==> src/design/jsu_pkg.sv <==
// Shared types, codes and helper functions for the JSON string unescape unit.
// Used by jsu_front, jsu_queue, jsu_back and json_string_unescape_utf8_unit.
package jsu_pkg;

  localparam int QueueDepth = 4;
  localparam int QueuePtrW  = $clog2(QueueDepth);
  localparam int QueueCntW  = $clog2(QueueDepth + 1);

  typedef enum logic [3:0] {
    MODE_IDLE = 4'd0,
    MODE_BODY = 4'd1,
    MODE_ESC  = 4'd2,
    MODE_H1_0 = 4'd3,
    MODE_H1_1 = 4'd4,
    MODE_H1_2 = 4'd5,
    MODE_H1_3 = 4'd6,
    MODE_BS   = 4'd7,
    MODE_U    = 4'd8,
    MODE_H2_0 = 4'd9,
    MODE_H2_1 = 4'd10,
    MODE_H2_2 = 4'd11,
    MODE_H2_3 = 4'd12
  } mode_t;

  typedef enum logic [1:0] {
    KIND_DATA  = 2'd0,
    KIND_CLOSE = 2'd1,
    KIND_ERROR = 2'd2
  } kind_t;

  typedef enum logic [1:0] {
    ERR_NONE        = 2'd0,
    ERR_STRING_CHAR = 2'd1,
    ERR_UNICODE     = 2'd2,
    ERR_MISS_END    = 2'd3
  } err_t;

  typedef struct packed {
    logic [3:0][7:0] data;
    logic [1:0]      last_idx;
    kind_t           kind;
    err_t            err;
  } entry_t;

  typedef struct packed {
    logic                 valid;
    logic                 full;
    logic [QueueCntW-1:0] count;
  } queue_status_t;

  // bit 4 set: not a hex digit
  function automatic logic [4:0] hex_val(input logic [7:0] c);
    logic [4:0] r;
    r = 5'h10;
    if (c >= 8'h30 && c <= 8'h39) r = {1'b0, c[3:0]};
    else if ((c >= 8'h41 && c <= 8'h46) || (c >= 8'h61 && c <= 8'h66))
      r = {1'b0, c[3:0] + 4'd9};
    return r;
  endfunction

  function automatic entry_t utf8_encode(input logic [20:0] cp);
    entry_t e;
    e = '0;
    e.kind = KIND_DATA;
    e.err  = ERR_NONE;
    if (cp <= 21'h7F) begin
      e.data[0]  = cp[7:0];
      e.last_idx = 2'd0;
    end else if (cp <= 21'h7FF) begin
      e.data[0]  = {3'b110, cp[10:6]};
      e.data[1]  = {2'b10, cp[5:0]};
      e.last_idx = 2'd1;
    end else if (cp <= 21'hFFFF) begin
      e.data[0]  = {4'b1110, cp[15:12]};
      e.data[1]  = {2'b10, cp[11:6]};
      e.data[2]  = {2'b10, cp[5:0]};
      e.last_idx = 2'd2;
    end else begin
      e.data[0]  = {5'b11110, cp[20:18]};
      e.data[1]  = {2'b10, cp[17:12]};
      e.data[2]  = {2'b10, cp[11:6]};
      e.data[3]  = {2'b10, cp[5:0]};
      e.last_idx = 2'd3;
    end
    return e;
  endfunction

  function automatic entry_t single(input kind_t k, input err_t e, input logic [7:0] b);
    entry_t r;
    r = '0;
    r.data[0]  = b;
    r.last_idx = 2'd0;
    r.kind     = k;
    r.err      = e;
    return r;
  endfunction

endpackage

==> src/design/jsu_front.sv <==
// Front end: escape and \u decoding state machine, one input byte per word.
// Depends on jsu_pkg; produces one result entry per byte that yields output.
module jsu_front (
  input  logic            clk,
  input  logic            rst,
  input  logic            accept,
  input  logic [7:0]      in_byte,
  input  logic            string_start,
  output logic            push,
  output jsu_pkg::entry_t entry
);

  jsu_pkg::mode_t mode, mode_next;
  logic [15:0]    hex_accum, hex_accum_next;
  logic [9:0]     high_bits, high_bits_next;
  logic [4:0]     hv;
  logic [15:0]    hex_shift;
  logic [20:0]    cp_pair;
  logic           bad_hex;
  logic           is_high, is_low;

  assign hv        = jsu_pkg::hex_val(in_byte);
  assign bad_hex   = hv[4];
  assign hex_shift = {hex_accum[11:0], hv[3:0]};
  assign cp_pair   = 21'h10000 + {1'b0, high_bits, hex_shift[9:0]};
  assign is_high   = hex_shift >= 16'hD800 && hex_shift <= 16'hDBFF;
  assign is_low    = hex_shift >= 16'hDC00 && hex_shift <= 16'hDFFF;

  always_comb begin
    mode_next      = mode;
    hex_accum_next = hex_accum;
    high_bits_next = high_bits;
    if (string_start) begin
      mode_next      = jsu_pkg::MODE_BODY;
      hex_accum_next = '0;
      high_bits_next = '0;
    end else begin
      unique case (mode)
        jsu_pkg::MODE_BODY: begin
          if (in_byte == 8'h22 || (in_byte < 8'h20 && in_byte != 8'h5C))
            mode_next = jsu_pkg::MODE_IDLE;
          else if (in_byte == 8'h5C)
            mode_next = jsu_pkg::MODE_ESC;
        end
        jsu_pkg::MODE_ESC: begin
          unique case (in_byte)
            8'h22, 8'h5C, 8'h2F, 8'h62, 8'h66, 8'h6E, 8'h72, 8'h74:
              mode_next = jsu_pkg::MODE_BODY;
            8'h75: begin
              mode_next      = jsu_pkg::MODE_H1_0;
              hex_accum_next = '0;
            end
            default: mode_next = jsu_pkg::MODE_IDLE;
          endcase
        end
        jsu_pkg::MODE_H1_0, jsu_pkg::MODE_H1_1, jsu_pkg::MODE_H1_2,
        jsu_pkg::MODE_H2_0, jsu_pkg::MODE_H2_1, jsu_pkg::MODE_H2_2: begin
          if (bad_hex) begin
            mode_next = jsu_pkg::MODE_IDLE;
          end else begin
            hex_accum_next = hex_shift;
            mode_next      = jsu_pkg::mode_t'(mode + 4'd1);
          end
        end
        jsu_pkg::MODE_H1_3: begin
          if (bad_hex) begin
            mode_next = jsu_pkg::MODE_IDLE;
          end else begin
            hex_accum_next = hex_shift;
            if (is_high) begin
              high_bits_next = hex_shift[9:0];
              mode_next      = jsu_pkg::MODE_BS;
            end else begin
              mode_next = jsu_pkg::MODE_BODY;
            end
          end
        end
        jsu_pkg::MODE_H2_3: begin
          if (bad_hex) begin
            mode_next = jsu_pkg::MODE_IDLE;
          end else begin
            hex_accum_next = hex_shift;
            mode_next      = is_low ? jsu_pkg::MODE_BODY : jsu_pkg::MODE_IDLE;
          end
        end
        jsu_pkg::MODE_BS:
          mode_next = (in_byte == 8'h5C) ? jsu_pkg::MODE_U : jsu_pkg::MODE_IDLE;
        jsu_pkg::MODE_U: begin
          if (in_byte == 8'h75) begin
            mode_next      = jsu_pkg::MODE_H2_0;
            hex_accum_next = '0;
          end else begin
            mode_next = jsu_pkg::MODE_IDLE;
          end
        end
        default: mode_next = mode;
      endcase
    end
  end

  always_comb begin
    push  = 1'b0;
    entry = jsu_pkg::single(jsu_pkg::KIND_DATA, jsu_pkg::ERR_NONE, 8'h00);
    if (!string_start) begin
      unique case (mode)
        jsu_pkg::MODE_BODY: begin
          priority if (in_byte == 8'h22) begin
            push  = 1'b1;
            entry = jsu_pkg::single(jsu_pkg::KIND_CLOSE, jsu_pkg::ERR_NONE, 8'h00);
          end else if (in_byte == 8'h5C) begin
            push = 1'b0;
          end else if (in_byte == 8'h00) begin
            push  = 1'b1;
            entry = jsu_pkg::single(jsu_pkg::KIND_ERROR, jsu_pkg::ERR_MISS_END, 8'h00);
          end else if (in_byte < 8'h20) begin
            push  = 1'b1;
            entry = jsu_pkg::single(jsu_pkg::KIND_ERROR, jsu_pkg::ERR_STRING_CHAR, 8'h00);
          end else begin
            push  = 1'b1;
            entry = jsu_pkg::single(jsu_pkg::KIND_DATA, jsu_pkg::ERR_NONE, in_byte);
          end
        end
        jsu_pkg::MODE_ESC: begin
          push = 1'b1;
          unique case (in_byte)
            8'h22, 8'h5C, 8'h2F:
              entry = jsu_pkg::single(jsu_pkg::KIND_DATA, jsu_pkg::ERR_NONE, in_byte);
            8'h62: entry = jsu_pkg::single(jsu_pkg::KIND_DATA, jsu_pkg::ERR_NONE, 8'h08);
            8'h66: entry = jsu_pkg::single(jsu_pkg::KIND_DATA, jsu_pkg::ERR_NONE, 8'h0C);
            8'h6E: entry = jsu_pkg::single(jsu_pkg::KIND_DATA, jsu_pkg::ERR_NONE, 8'h0A);
            8'h72: entry = jsu_pkg::single(jsu_pkg::KIND_DATA, jsu_pkg::ERR_NONE, 8'h0D);
            8'h74: entry = jsu_pkg::single(jsu_pkg::KIND_DATA, jsu_pkg::ERR_NONE, 8'h09);
            8'h75: push  = 1'b0;
            default:
              entry = jsu_pkg::single(jsu_pkg::KIND_ERROR, jsu_pkg::ERR_STRING_CHAR, 8'h00);
          endcase
        end
        jsu_pkg::MODE_H1_0, jsu_pkg::MODE_H1_1, jsu_pkg::MODE_H1_2,
        jsu_pkg::MODE_H2_0, jsu_pkg::MODE_H2_1, jsu_pkg::MODE_H2_2: begin
          push  = bad_hex;
          entry = jsu_pkg::single(jsu_pkg::KIND_ERROR, jsu_pkg::ERR_UNICODE, 8'h00);
        end
        jsu_pkg::MODE_H1_3: begin
          if (bad_hex) begin
            push  = 1'b1;
            entry = jsu_pkg::single(jsu_pkg::KIND_ERROR, jsu_pkg::ERR_UNICODE, 8'h00);
          end else if (!is_high) begin
            push  = 1'b1;
            entry = jsu_pkg::utf8_encode({5'b0, hex_shift});
          end
        end
        jsu_pkg::MODE_H2_3: begin
          push = 1'b1;
          if (bad_hex || !is_low)
            entry = jsu_pkg::single(jsu_pkg::KIND_ERROR, jsu_pkg::ERR_UNICODE, 8'h00);
          else
            entry = jsu_pkg::utf8_encode(cp_pair);
        end
        jsu_pkg::MODE_BS: begin
          push  = in_byte != 8'h5C;
          entry = jsu_pkg::single(jsu_pkg::KIND_ERROR, jsu_pkg::ERR_UNICODE, 8'h00);
        end
        jsu_pkg::MODE_U: begin
          push  = in_byte != 8'h75;
          entry = jsu_pkg::single(jsu_pkg::KIND_ERROR, jsu_pkg::ERR_UNICODE, 8'h00);
        end
        default: push = 1'b0;
      endcase
    end
  end

  always_ff @(posedge clk) begin
    if (rst) begin
      mode      <= jsu_pkg::MODE_IDLE;
      hex_accum <= '0;
      high_bits <= '0;
    end else if (accept) begin
      mode      <= mode_next;
      hex_accum <= hex_accum_next;
      high_bits <= high_bits_next;
    end
  end

endmodule

==> src/design/jsu_queue.sv <==
// Short queue of result entries between the decoder and the serialiser.
// Depends on jsu_pkg for the entry type and depth constants.
module jsu_queue (
  input  logic                   clk,
  input  logic                   rst,
  input  logic                   push,
  input  jsu_pkg::entry_t        push_entry,
  input  logic                   pop,
  output jsu_pkg::entry_t        head,
  output jsu_pkg::queue_status_t status
);

  jsu_pkg::entry_t                 mem [jsu_pkg::QueueDepth];
  logic [jsu_pkg::QueuePtrW-1:0]   wr_ptr, rd_ptr;
  logic [jsu_pkg::QueueCntW-1:0]   count;
  logic                            do_pop;

  assign status.count = count;
  assign status.valid = count != '0;
  assign status.full  = count == jsu_pkg::QueueCntW'(jsu_pkg::QueueDepth);
  assign do_pop       = pop && status.valid;
  assign head         = mem[rd_ptr];

  always_ff @(posedge clk) begin
    if (push) mem[wr_ptr] <= push_entry;
  end

  always_ff @(posedge clk) begin
    if (rst) begin
      wr_ptr <= '0;
      rd_ptr <= '0;
      count  <= '0;
    end else begin
      if (push)   wr_ptr <= wr_ptr + 1'b1;
      if (do_pop) rd_ptr <= rd_ptr + 1'b1;
      count <= count + jsu_pkg::QueueCntW'(push) - jsu_pkg::QueueCntW'(do_pop);
    end
  end

endmodule

==> src/design/jsu_back.sv <==
// Back end: serialises queued entries into one result word per cycle while out_ready is high.
// Depends on jsu_pkg; drives the master-side stream.
module jsu_back (
  input  logic            clk,
  input  logic            rst,
  input  logic            q_valid,
  input  jsu_pkg::entry_t q_head,
  output logic            pop,
  output logic            busy,
  output logic [7:0]      out_byte,
  output logic [1:0]      result_kind,
  output logic [1:0]      error_code,
  output logic            run_last,
  input  logic            out_ready
);

  jsu_pkg::entry_t cur;
  logic [1:0]      idx;
  logic            load;

  assign run_last    = idx == cur.last_idx;
  assign out_byte    = cur.data[idx];
  assign result_kind = cur.kind;
  assign error_code  = cur.err;
  assign load        = !busy || (out_ready && run_last);
  assign pop         = load && q_valid;

  always_ff @(posedge clk) begin
    if (pop) cur <= q_head;
  end

  always_ff @(posedge clk) begin
    if (rst) begin
      busy <= 1'b0;
      idx  <= '0;
    end else if (load) begin
      busy <= q_valid;
      idx  <= '0;
    end else if (out_ready) begin
      idx <= idx + 1'b1;
    end
  end

endmodule

==> src/design/json_string_unescape_utf8_unit.sv <==
// Top level of the JSON string unescape unit: decoder, entry queue, serialiser.
// Depends on jsu_pkg, jsu_front, jsu_queue and jsu_back.
//
// Takes the body of a JSON string one byte per word, the opening quote flagged
// on s_tuser, and returns the decoded text as UTF-8 bytes, one result per word,
// followed by a close or error result; m_tlast marks the last result of each
// input byte. An input byte is taken every cycle while the four-entry result
// queue has room. Each byte yields at most one queue entry, and the serialiser
// drains one result per cycle while m_tready is high, so a \u escape that expands
// to N bytes holds the output for N result words; the queue absorbs these bursts
// and input stalls only when it fills.
module json_string_unescape_utf8_unit (
  input  logic       clk,
  input  logic       rst,
  input  logic       s_tvalid,
  output logic       s_tready,
  input  logic [7:0] s_tdata,   // [7:0] in_byte
  input  logic [0:0] s_tuser,   // [0] string_start
  output logic       m_tvalid,
  input  logic       m_tready,
  output logic [7:0] m_tdata,   // [7:0] out_byte
  output logic [3:0] m_tuser,   // [1:0] result_kind, [3:2] error_code
  output logic       m_tlast    // run_last
);

  logic                   accept;
  logic                   push;
  logic                   pop;
  jsu_pkg::entry_t        entry;
  jsu_pkg::entry_t        head;
  jsu_pkg::queue_status_t q_status;
  logic [1:0]             kind;
  logic [1:0]             err;

  assign s_tready = !q_status.full;
  assign accept   = s_tvalid && s_tready;

  jsu_front u_front (
    .clk          (clk),
    .rst          (rst),
    .accept       (accept),
    .in_byte      (s_tdata),
    .string_start (s_tuser[0]),
    .push         (push),
    .entry        (entry)
  );

  jsu_queue u_queue (
    .clk        (clk),
    .rst        (rst),
    .push       (push && accept),
    .push_entry (entry),
    .pop        (pop),
    .head       (head),
    .status     (q_status)
  );

  jsu_back u_back (
    .clk         (clk),
    .rst         (rst),
    .q_valid     (q_status.valid),
    .q_head      (head),
    .pop         (pop),
    .busy        (m_tvalid),
    .out_byte    (m_tdata),
    .result_kind (kind),
    .error_code  (err),
    .run_last    (m_tlast),
    .out_ready   (m_tready)
  );

  assign m_tuser = {err, kind};

  a_ctrl_single: assert property (@(posedge clk) disable iff (rst)
    (m_tvalid && m_tuser[1:0] != jsu_pkg::KIND_DATA) |-> (m_tlast && m_tdata == 8'h00))
    else $error("close or error result not a single zero word");

  a_err_kind: assert property (@(posedge clk) disable iff (rst)
    (m_tvalid && m_tuser[3:2] != jsu_pkg::ERR_NONE) |-> m_tuser[1:0] == jsu_pkg::KIND_ERROR)
    else $error("error code on a non-error result");

  a_pickup: assert property (@(posedge clk) disable iff (rst)
    (q_status.valid && !m_tvalid) |=> m_tvalid)
    else $error("queued entry not picked up by serialiser");

  a_ready_full: assert property (@(posedge clk) disable iff (rst)
    !s_tready |-> q_status.count == jsu_pkg::QueueCntW'(jsu_pkg::QueueDepth))
    else $error("input stalled with room in queue");

endmodule

==> config.mk <==
export PLATFORM = sky130hd
export DESIGN_NAME = json_string_unescape_utf8_unit
export DESIGN_NICKNAME = d
export VERILOG_FILES = /design/src/design/jsu_pkg.sv /design/src/design/jsu_front.sv /design/src/design/jsu_queue.sv /design/src/design/jsu_back.sv /design/src/design/json_string_unescape_utf8_unit.sv
export SDC_FILE = /design/constraint.sdc
export NUM_CORES = 1
export LEC_CHECK = 0
export ABC_AREA = 0
export BUFFER_PORTS_ARGS = -buffer_cell sky130_fd_sc_hd__buf_2
export CAP_MARGIN = 10
export CORE_MARGIN = 2
export CORE_UTILIZATION = 35
export CTS_BUF_LIST = sky130_fd_sc_hd__clkbuf_4 sky130_fd_sc_hd__clkbuf_8 sky130_fd_sc_hd__clkbuf_16
export CTS_CLUSTER_DIAMETER = 50
export DETAILED_ROUTE_END_ITERATION = 16
export PLACE_DENSITY = 0.5
export SLEW_MARGIN = 20
export SYNTH_ARGS = -nofsm -noshare
export SYNTH_HDL_FRONTEND = slang
export SYNTH_SLANG_ARGS = --single-unit
export TNS_END_PERCENT = 50
==> constraint.sdc <==
create_clock -name clk -period 15.25 [get_ports clk]
set_input_delay 4.575 -clock clk [delete_from_list [all_inputs] [get_ports clk]]
set_output_delay 4.575 -clock clk [all_outputs]
set_load 0.005 [all_outputs]
==> results of run 1 <==
[logic make-up (layout without fill, tap and decap cells)]
| family | Yosys count | in the layout |
|---|---|---|
| DFF | 206 | 206 |
| AOI/OAI and AO/OA | 161 | 161 |
| xor gates and xnor gates | 11 | 11 |
| and+or+nand+nor | 252 | 252 |
| buffers and inverters | 65 | 100 |
| muxes | 46 | 46 |
| adders and majority gates | 17 | 17 |
[final timing paths]
kind,from,end,cells after the start
max,s_tdata[0],u_queue.count[2],18
min reg2reg,u_front.hex_accum[8],u_front.hex_accum[8],2
max reg2reg,u_front.mode[0],u_queue.count[2],14
min,u_front.hex_accum[8],u_front.hex_accum[8],2
[Yosys cell counts, types with 16 or more instances]
cell type  number
nand2_1        46
mux4_2         41
nor3_1         17
ha_1           16
and2_1         21
dfxtp_1        36
nor2_1         63
a21oi_1        50
edfxtp_1      170
nand3_1        29
clkbuf_1       30
o21ai_0        35
[metal layers]
metal / part of all wire / track usage / wire length [um] / up-vias
li1: - / - / - / 2980
met1: 0.45 / 0.238 / 11200 / 3295
met2: 0.47 / 0.287 / 11700 / 229
met3: 0.055 / 0.0275 / 1380 / 64
met4: 0.034 / 0.0574 / 870 / 0
met5: 0 / 0 / 0 / -
[cell type report]
cell class	count	area, um^2
Fill cell	2622	16500
Sequential cell	206	5830
Multi-Input combinational cell	487	3790
Clock buffer	29	691
Tap cell	378	473
Clock inverter	21	228
Timing Repair Buffer	34	188
Inverter	16	62.6
[worst max-delay path, cell delays in order]
cell and delay, ps:
buf_2 150, inv_1 120, ha_1 250, or3b_4 440, and3_1 250, nor2_8 230
and2_1 180, o311ai_1 120, a311oi_2 630, inv_1 100, ha_1 290, inv_1 60
ha_1 130, inv_1 50, fa_1 380, xor2_1 160, xnor2_1 140, nor2_1 50
[sequential cells by signal, indices dropped and copies added (netlist names)]
name / cells
u_back.cur: 30
u_front.mode: 4
u_back.result_kind: 2
u_back.error_code: 2
u_back.busy: 1
u_front.high_bits: 10
u_queue.rd_ptr: 2
u_queue.wr_ptr: 2
u_queue.count: 3
u_back.idx: 2
u_queue.mem: 136
u_front.hex_accum: 12
[through the flow]
step                      instances  total power, uW  hold WS (ps)
after global placement         1121              978           490
after global routing           1171             1670           562
after CTS                      1171             1620           527
final                          1171             1600           532
after detailed placement       1121              982           522
after floorplan                 758              899           471
[power breakdown]
part / total [uW] / leakage [uW] / switching (uW) / internal (uW)
Combinational: 258 / 0.00131 / 143 / 115
Sequential: 703 / 0.00205 / 21.8 / 681
Clock: 636 / 0.000459 / 250 / 386
==> impl_metrics.py, run 1 <==
metrics = {
    "run_status": {
        "outcome": "finished clean",
    },
    "cts": {
        "cts.sinks": 206,
        "clock_latency_ps": 540,
        "cts.path.max_buffers": 3,
        "numCtsBuffers": 27,
        "hold_buffers": 0,
        "cts_tree": "yes",
        "htree_levels": 1,
        "cts_resized": 0,
        "clk_transition_reported_paths_ps": 50,
        "clock_tree.root_cell": "clkbuf_16",
        "cts_setup_buffers": 0,
    },
    "worst_setup_path": {
        "cp_max_fo": 10,
        "crit_path_end_kind": "flip-flop",
        "cp-start-kind": "input pin",
        "cp.arrival_ps": 8300,
        "crit_required_ps": 15650,
        "reg2reg_slack_ps": 11090,
        "worstSetupPathType": "in2reg",
    },
    "synthesis": {
        "muxShareOfSynthArea": 0.0991,
        "synth_top_area_frac": 0.516,
        "yosysTopAreaCell": "edfxtp_1",
        "yosysUniqueCellTypes": 85,
        "synth_compound_area_frac": 0.110,
        "ys_seq_area_frac": 0.589,
        "syn_inst": 758,
        "synth_area_per_cell_um2": 13.0,
        "synthSimpleGateAreaFrac": 0.141,
        "synth_top_family_by_area": "simple AND/OR/NAND/NOR gates",
        "synthAdderAreaFrac": 0.0223,
        "synth_edf_count": 170,
        "synthFlopType": "edfxtp_1",
        "synth_fp_nets": 788,
        "synth_area_leaders": "edfxtp_1 52%, mux4_2 9.3%, dfxtp_1 7.3%, a21oi_1 2.5%, nor2_1 2.4%",
        "ys_ff_latch": 206,
        "syn_area_um2": 9890,
        "async_flop_share": 0,
        "synth-xor-area-share": 0.00974,
        "yosys_warnings": 0,
    },
    "pwr": {
        "powerDensity_nw_per_um2": 142,
        "p_leak_uw": 0.00381,
        "vdd_drop_max_mv": 0.0741,
    },
    "timing": {
        "fmax_ghz": 0.127,
        "period_needed_ps": 7900,
        "slew_headroom": 0.309,
        "finalHoldViolations": 0,
        "layout_setup_ws_ps": 7350,
        "slew_violations": 0,
        "setup_violations": 0,
        "finalClockSkew_ps": 9.70,
        "worst_pin_slew_ps": 1020,
        "layout_worst_path_cycle_share": 0.518,
        "finalSetupTns_ps": 0,
        "rsz0062_at_grt": "false",
    },
    "drt": {
        "first_pass_iters": 5,
        "postRouteAntennaNets": 0,
        "vias": 6568,
        "via_per_inst": 5.61,
        "drc": 0,
        "drt_iter0_markers": 603,
        "wl_mm": 25.2,
        "detail_route.wl_per_cell_um": 21.5,
    },
    "cells_and_area": {
        "final_common_cell": "edfxtp_1",
        "final_cell_mix": "170 x edfxtp_1, 63 x nor2_1, 49 x a21oi_1, 46 x nand2_1, 41 x mux4_2",
        "fin_util": 0.405,
        "num-nets-final": 802,
        "syn2layout_area_growth_pct": 13.9,
        "antenna_cells": 0,
        "design_area_um2": 11300,
        "drive_gt1_frac": 0.188,
    },
    "floorplan": {
        "boundaryPins": 28,
        "dieArea_um2": 29600,
        "die_h_um": 172,
        "start_util": 0.356,
        "die-width_um": 172,
        "coreArea_um2": 27800,
        "row_count": 61,
    },
    "placement": {
        "gp_congestion": 0.895,
        "hpwl_mm": 16.6,
        "dp_slack_ps": 6760,
        "placed_area_um2": 10300,
        "numPortBuffers": 27,
    },
    "worst_hold_path": {
        "hp-class": "reg2reg",
    },
    "global_route": {
        "grt_max_degree": 37,
        "grt_pass1_wl_mm": 39.2,
        "grt-ovfl-total": 0,
        "grt_pass1_vias": 6683,
        "grtUsageTotal": 0.175,
        "antenna_found_initial": 0,
    },
    "flow_run": {
        "drv.max_cap_violation_count": 0,
    },
}
(Power assumes the default switching activity.)
==> inputs of run 2 (changes only) <==
--- a/config.mk
+++ b/config.mk
@@ -13,7 +13,7 @@
 export CTS_BUF_LIST = sky130_fd_sc_hd__clkbuf_4 sky130_fd_sc_hd__clkbuf_8 sky130_fd_sc_hd__clkbuf_16
 export CTS_CLUSTER_DIAMETER = 50
 export DETAILED_ROUTE_END_ITERATION = 16
-export PLACE_DENSITY = 0.5
+export PLACE_DENSITY = 0.52
 export SLEW_MARGIN = 20
 export SYNTH_ARGS = -nofsm -noshare
 export SYNTH_HDL_FRONTEND = slang
==> constraint.sdc (replaced) <==
create_clock -name clk -period 6.9 [get_ports clk]
set_input_delay 2.07 -clock clk [delete_from_list [all_inputs] [get_ports clk]]
set_output_delay 2.07 -clock clk [all_outputs]
set_load 0.005 [all_outputs]
==> run 2 against run 1 <==
  * Die area unchanged
  * Global-route usage is 0.98 points lower
  * Via count fell by 3.1%
  * Register-to-register slack got worse by 8400 ps
  * Critical path depth stayed put
  * Flip-flop and latch count unchanged
  * First-iteration DRC count down 11%
  * Clock skew increased by 4.5 ps
  * Clock-buffer cell count is 4 lower
  * Critical path type unchanged
  * Critical endpoint unchanged
  * Largest power group unchanged
==> impl_metrics.py, run 2 (synthesis results as in run 1) <==
metrics = {
    "timing": {
        "setup_violations": 0,
        "slew_violations": 0,
        "layout_worst_path_cycle_share": 0.791,
        "rsz0062_at_grt": "false",
        "finalClockSkew_ps": 14.2,
        "finalHoldViolations": 0,
        "worst_pin_slew_ps": 1050,
        "fmax_ghz": 0.183,
        "finalSetupTns_ps": 0,
        "slew_headroom": 0.293,
        "period_needed_ps": 5460,
    },
    "global_route": {
        "grt_max_degree": 38,
        "met3_usage": 0.0229,
        "use_met2": 0.264,
        "grt-ovfl-total": 0,
        "top_usage_layer": "met2",
        "grt_pass1_vias": 6308,
        "antenna_found_initial": 0,
        "grtUsageTotal": 0.165,
        "grt_pass1_wl_mm": 37.2,
        "met1_usage": 0.233,
    },
    "floorplan": {
        "die_h_um": 172,
        "dieArea_um2": 29600,
        "boundaryPins": 28,
        "row_count": 61,
        "coreArea_um2": 27800,
        "start_util": 0.356,
        "die-width_um": 172,
    },
    "cts": {
        "cts.sinks": 206,
        "cts_resized": 0,
        "htree_levels": 1,
        "clk_transition_reported_paths_ps": 60,
        "clock_latency_ps": 520,
        "cts_tree": "yes",
        "clock_tree.root_cell": "clkbuf_16",
        "cts.path.max_buffers": 3,
        "hold_buffers": 0,
        "numCtsBuffers": 24,
        "cts_setup_buffers": 0,
    },
    "run_status": {
        "outcome": "finished clean",
    },
    "worst_hold_path": {
        "hp-start": "u_front.mode[1]",
        "hold-path-endpoint": "u_front.mode[1]",
        "hp-class": "reg2reg",
        "hold_depth": 2,
    },
    "drt": {
        "wl_mm": 23.9,
        "drc": 0,
        "detail_route.wl_per_cell_um": 20.5,
        "vias": 6363,
        "postRouteAntennaNets": 0,
        "first_pass_iters": 5,
        "drt_iter0_markers": 535,
        "via_per_inst": 5.46,
    },
    "worst_setup_path": {
        "crit_required_ps": 7270,
        "cp-start-kind": "input pin",
        "cp_slowest_cell": "a311oi_2",
        "path_cells": "buf_2 -> inv_1 -> ha_1 -> or3b_4 -> and3_1 -> nor2_8 -> and2_1 -> o311ai_1 -> a311oi_2 -> inv_1 -> ha_1 -> inv_1 -> ha_1 -> inv_1 -> fa_1 -> xor2_1 -> xnor2_1 -> nor2_1",
        "cp.arrival_ps": 5830,
        "cp_max_fo": 10,
        "reg2reg_depth": 14,
        "crit_path_end_kind": "flip-flop",
        "reg2reg_slack_ps": 2720,
        "cpPeakStageDelay_ps": 610,
        "timing.rr.end": "u_queue.count[2]",
        "crit-reg2reg-launch": "u_front.mode[0]",
        "cpMostUsedCell": "inv_1",
        "worstSetupPathType": "in2reg",
    },
    "cells_and_area": {
        "fin_cells": 1165,
        "drive_gt1_frac": 0.189,
        "num-nets-final": 799,
        "antenna_cells": 0,
        "final_common_cell": "edfxtp_1",
        "fillers": 2671,
        "reg.largest.list": "u_queue.mem (136), u_back.cur (30), u_front.hex_accum (12)",
        "largest_register": "u_queue.mem",
        "register_area_um2": 5830,
        "final_cell_mix": "170 x edfxtp_1, 63 x nor2_1, 49 x a21oi_1, 46 x nand2_1, 41 x mux4_2",
        "multi_input_area_um2": 3790,
        "largest_reg_flops": 136,
        "syn2layout_area_growth_pct": 12.8,
    },
    "placement": {
        "hpwl_mm": 15.9,
        "numPortBuffers": 27,
        "dp_cells": 1121,
        "gp_congestion": 0.880,
    },
    "pwr": {
        "vdd_drop_max_mv": 0.169,
        "powerDensity_nw_per_um2": 303,
        "p_leak_uw": 0.00376,
    },
    "flow_run": {
        "drv.max_cap_violation_count": 0,
    },
}
run 2: layout make-up:
class / count / share of cell area
clock buffers: 25 / 0.0545
clock inverters: 19 / 0.0184
inverters: 16 / 0.00561
multi-input cells: 487 / 0.340
flip-flops and latches: 206 / 0.522
well taps: 378 / 0.0424
repair buffers: 34 / 0.0168
run 2: through the flow:
stage	util	worst slack [ps]	total power, uW	hold WS [ps]	area, um^2
floorplan	-	1400	1990	471	9890
global placement	0.372	1030	2160	502	10300
detailed placement	0.372	910	2160	517	10300
CTS	0.402	1450	3440	526	11200
global route	0.402	1200	3540	552	11200
finish	0.402	1440	3380	517	11200
run 2: worst max-delay path by stage:
| stage | start | to | cells after the start |
|---|---|---|---|
| floorplan | m_tready | u_queue.count[2] | 10 |
| global placement | s_tdata[0] | u_queue.count[2] | 18 |
| detailed placement | s_tdata[0] | u_queue.count[2] | 18 |
| CTS | s_tdata[0] | u_queue.count[2] | 18 |
| global route | s_tdata[0] | u_queue.count[2] | 18 |
| finish | s_tdata[0] | u_queue.count[2] | 18 |
run 2: report_power, final:
part	leakage, uW	internal, uW	switching (uW)
Clock	0.000398	762	509
Sequential	0.00205	1510	72.2
Combinational	0.00131	254	277
Total	0.00376	2520	858
run 2: critical path: cells and delay by family:
family                   cells  cell delay (ps)
XOR/XNOR                     2              300
AO/OA/AOI/OAI                2              720
adder cells (fa/ha/maj)      4             1040
AND/OR/NAND/NOR              5             1140
buffers and inverters        5              540
run 2: metal layers:
metal,vias up,wire length (um)
li1,2973,-
met1,3165,11000
met2,176,11000
met3,49,1160
met4,0,695
met5,-,0
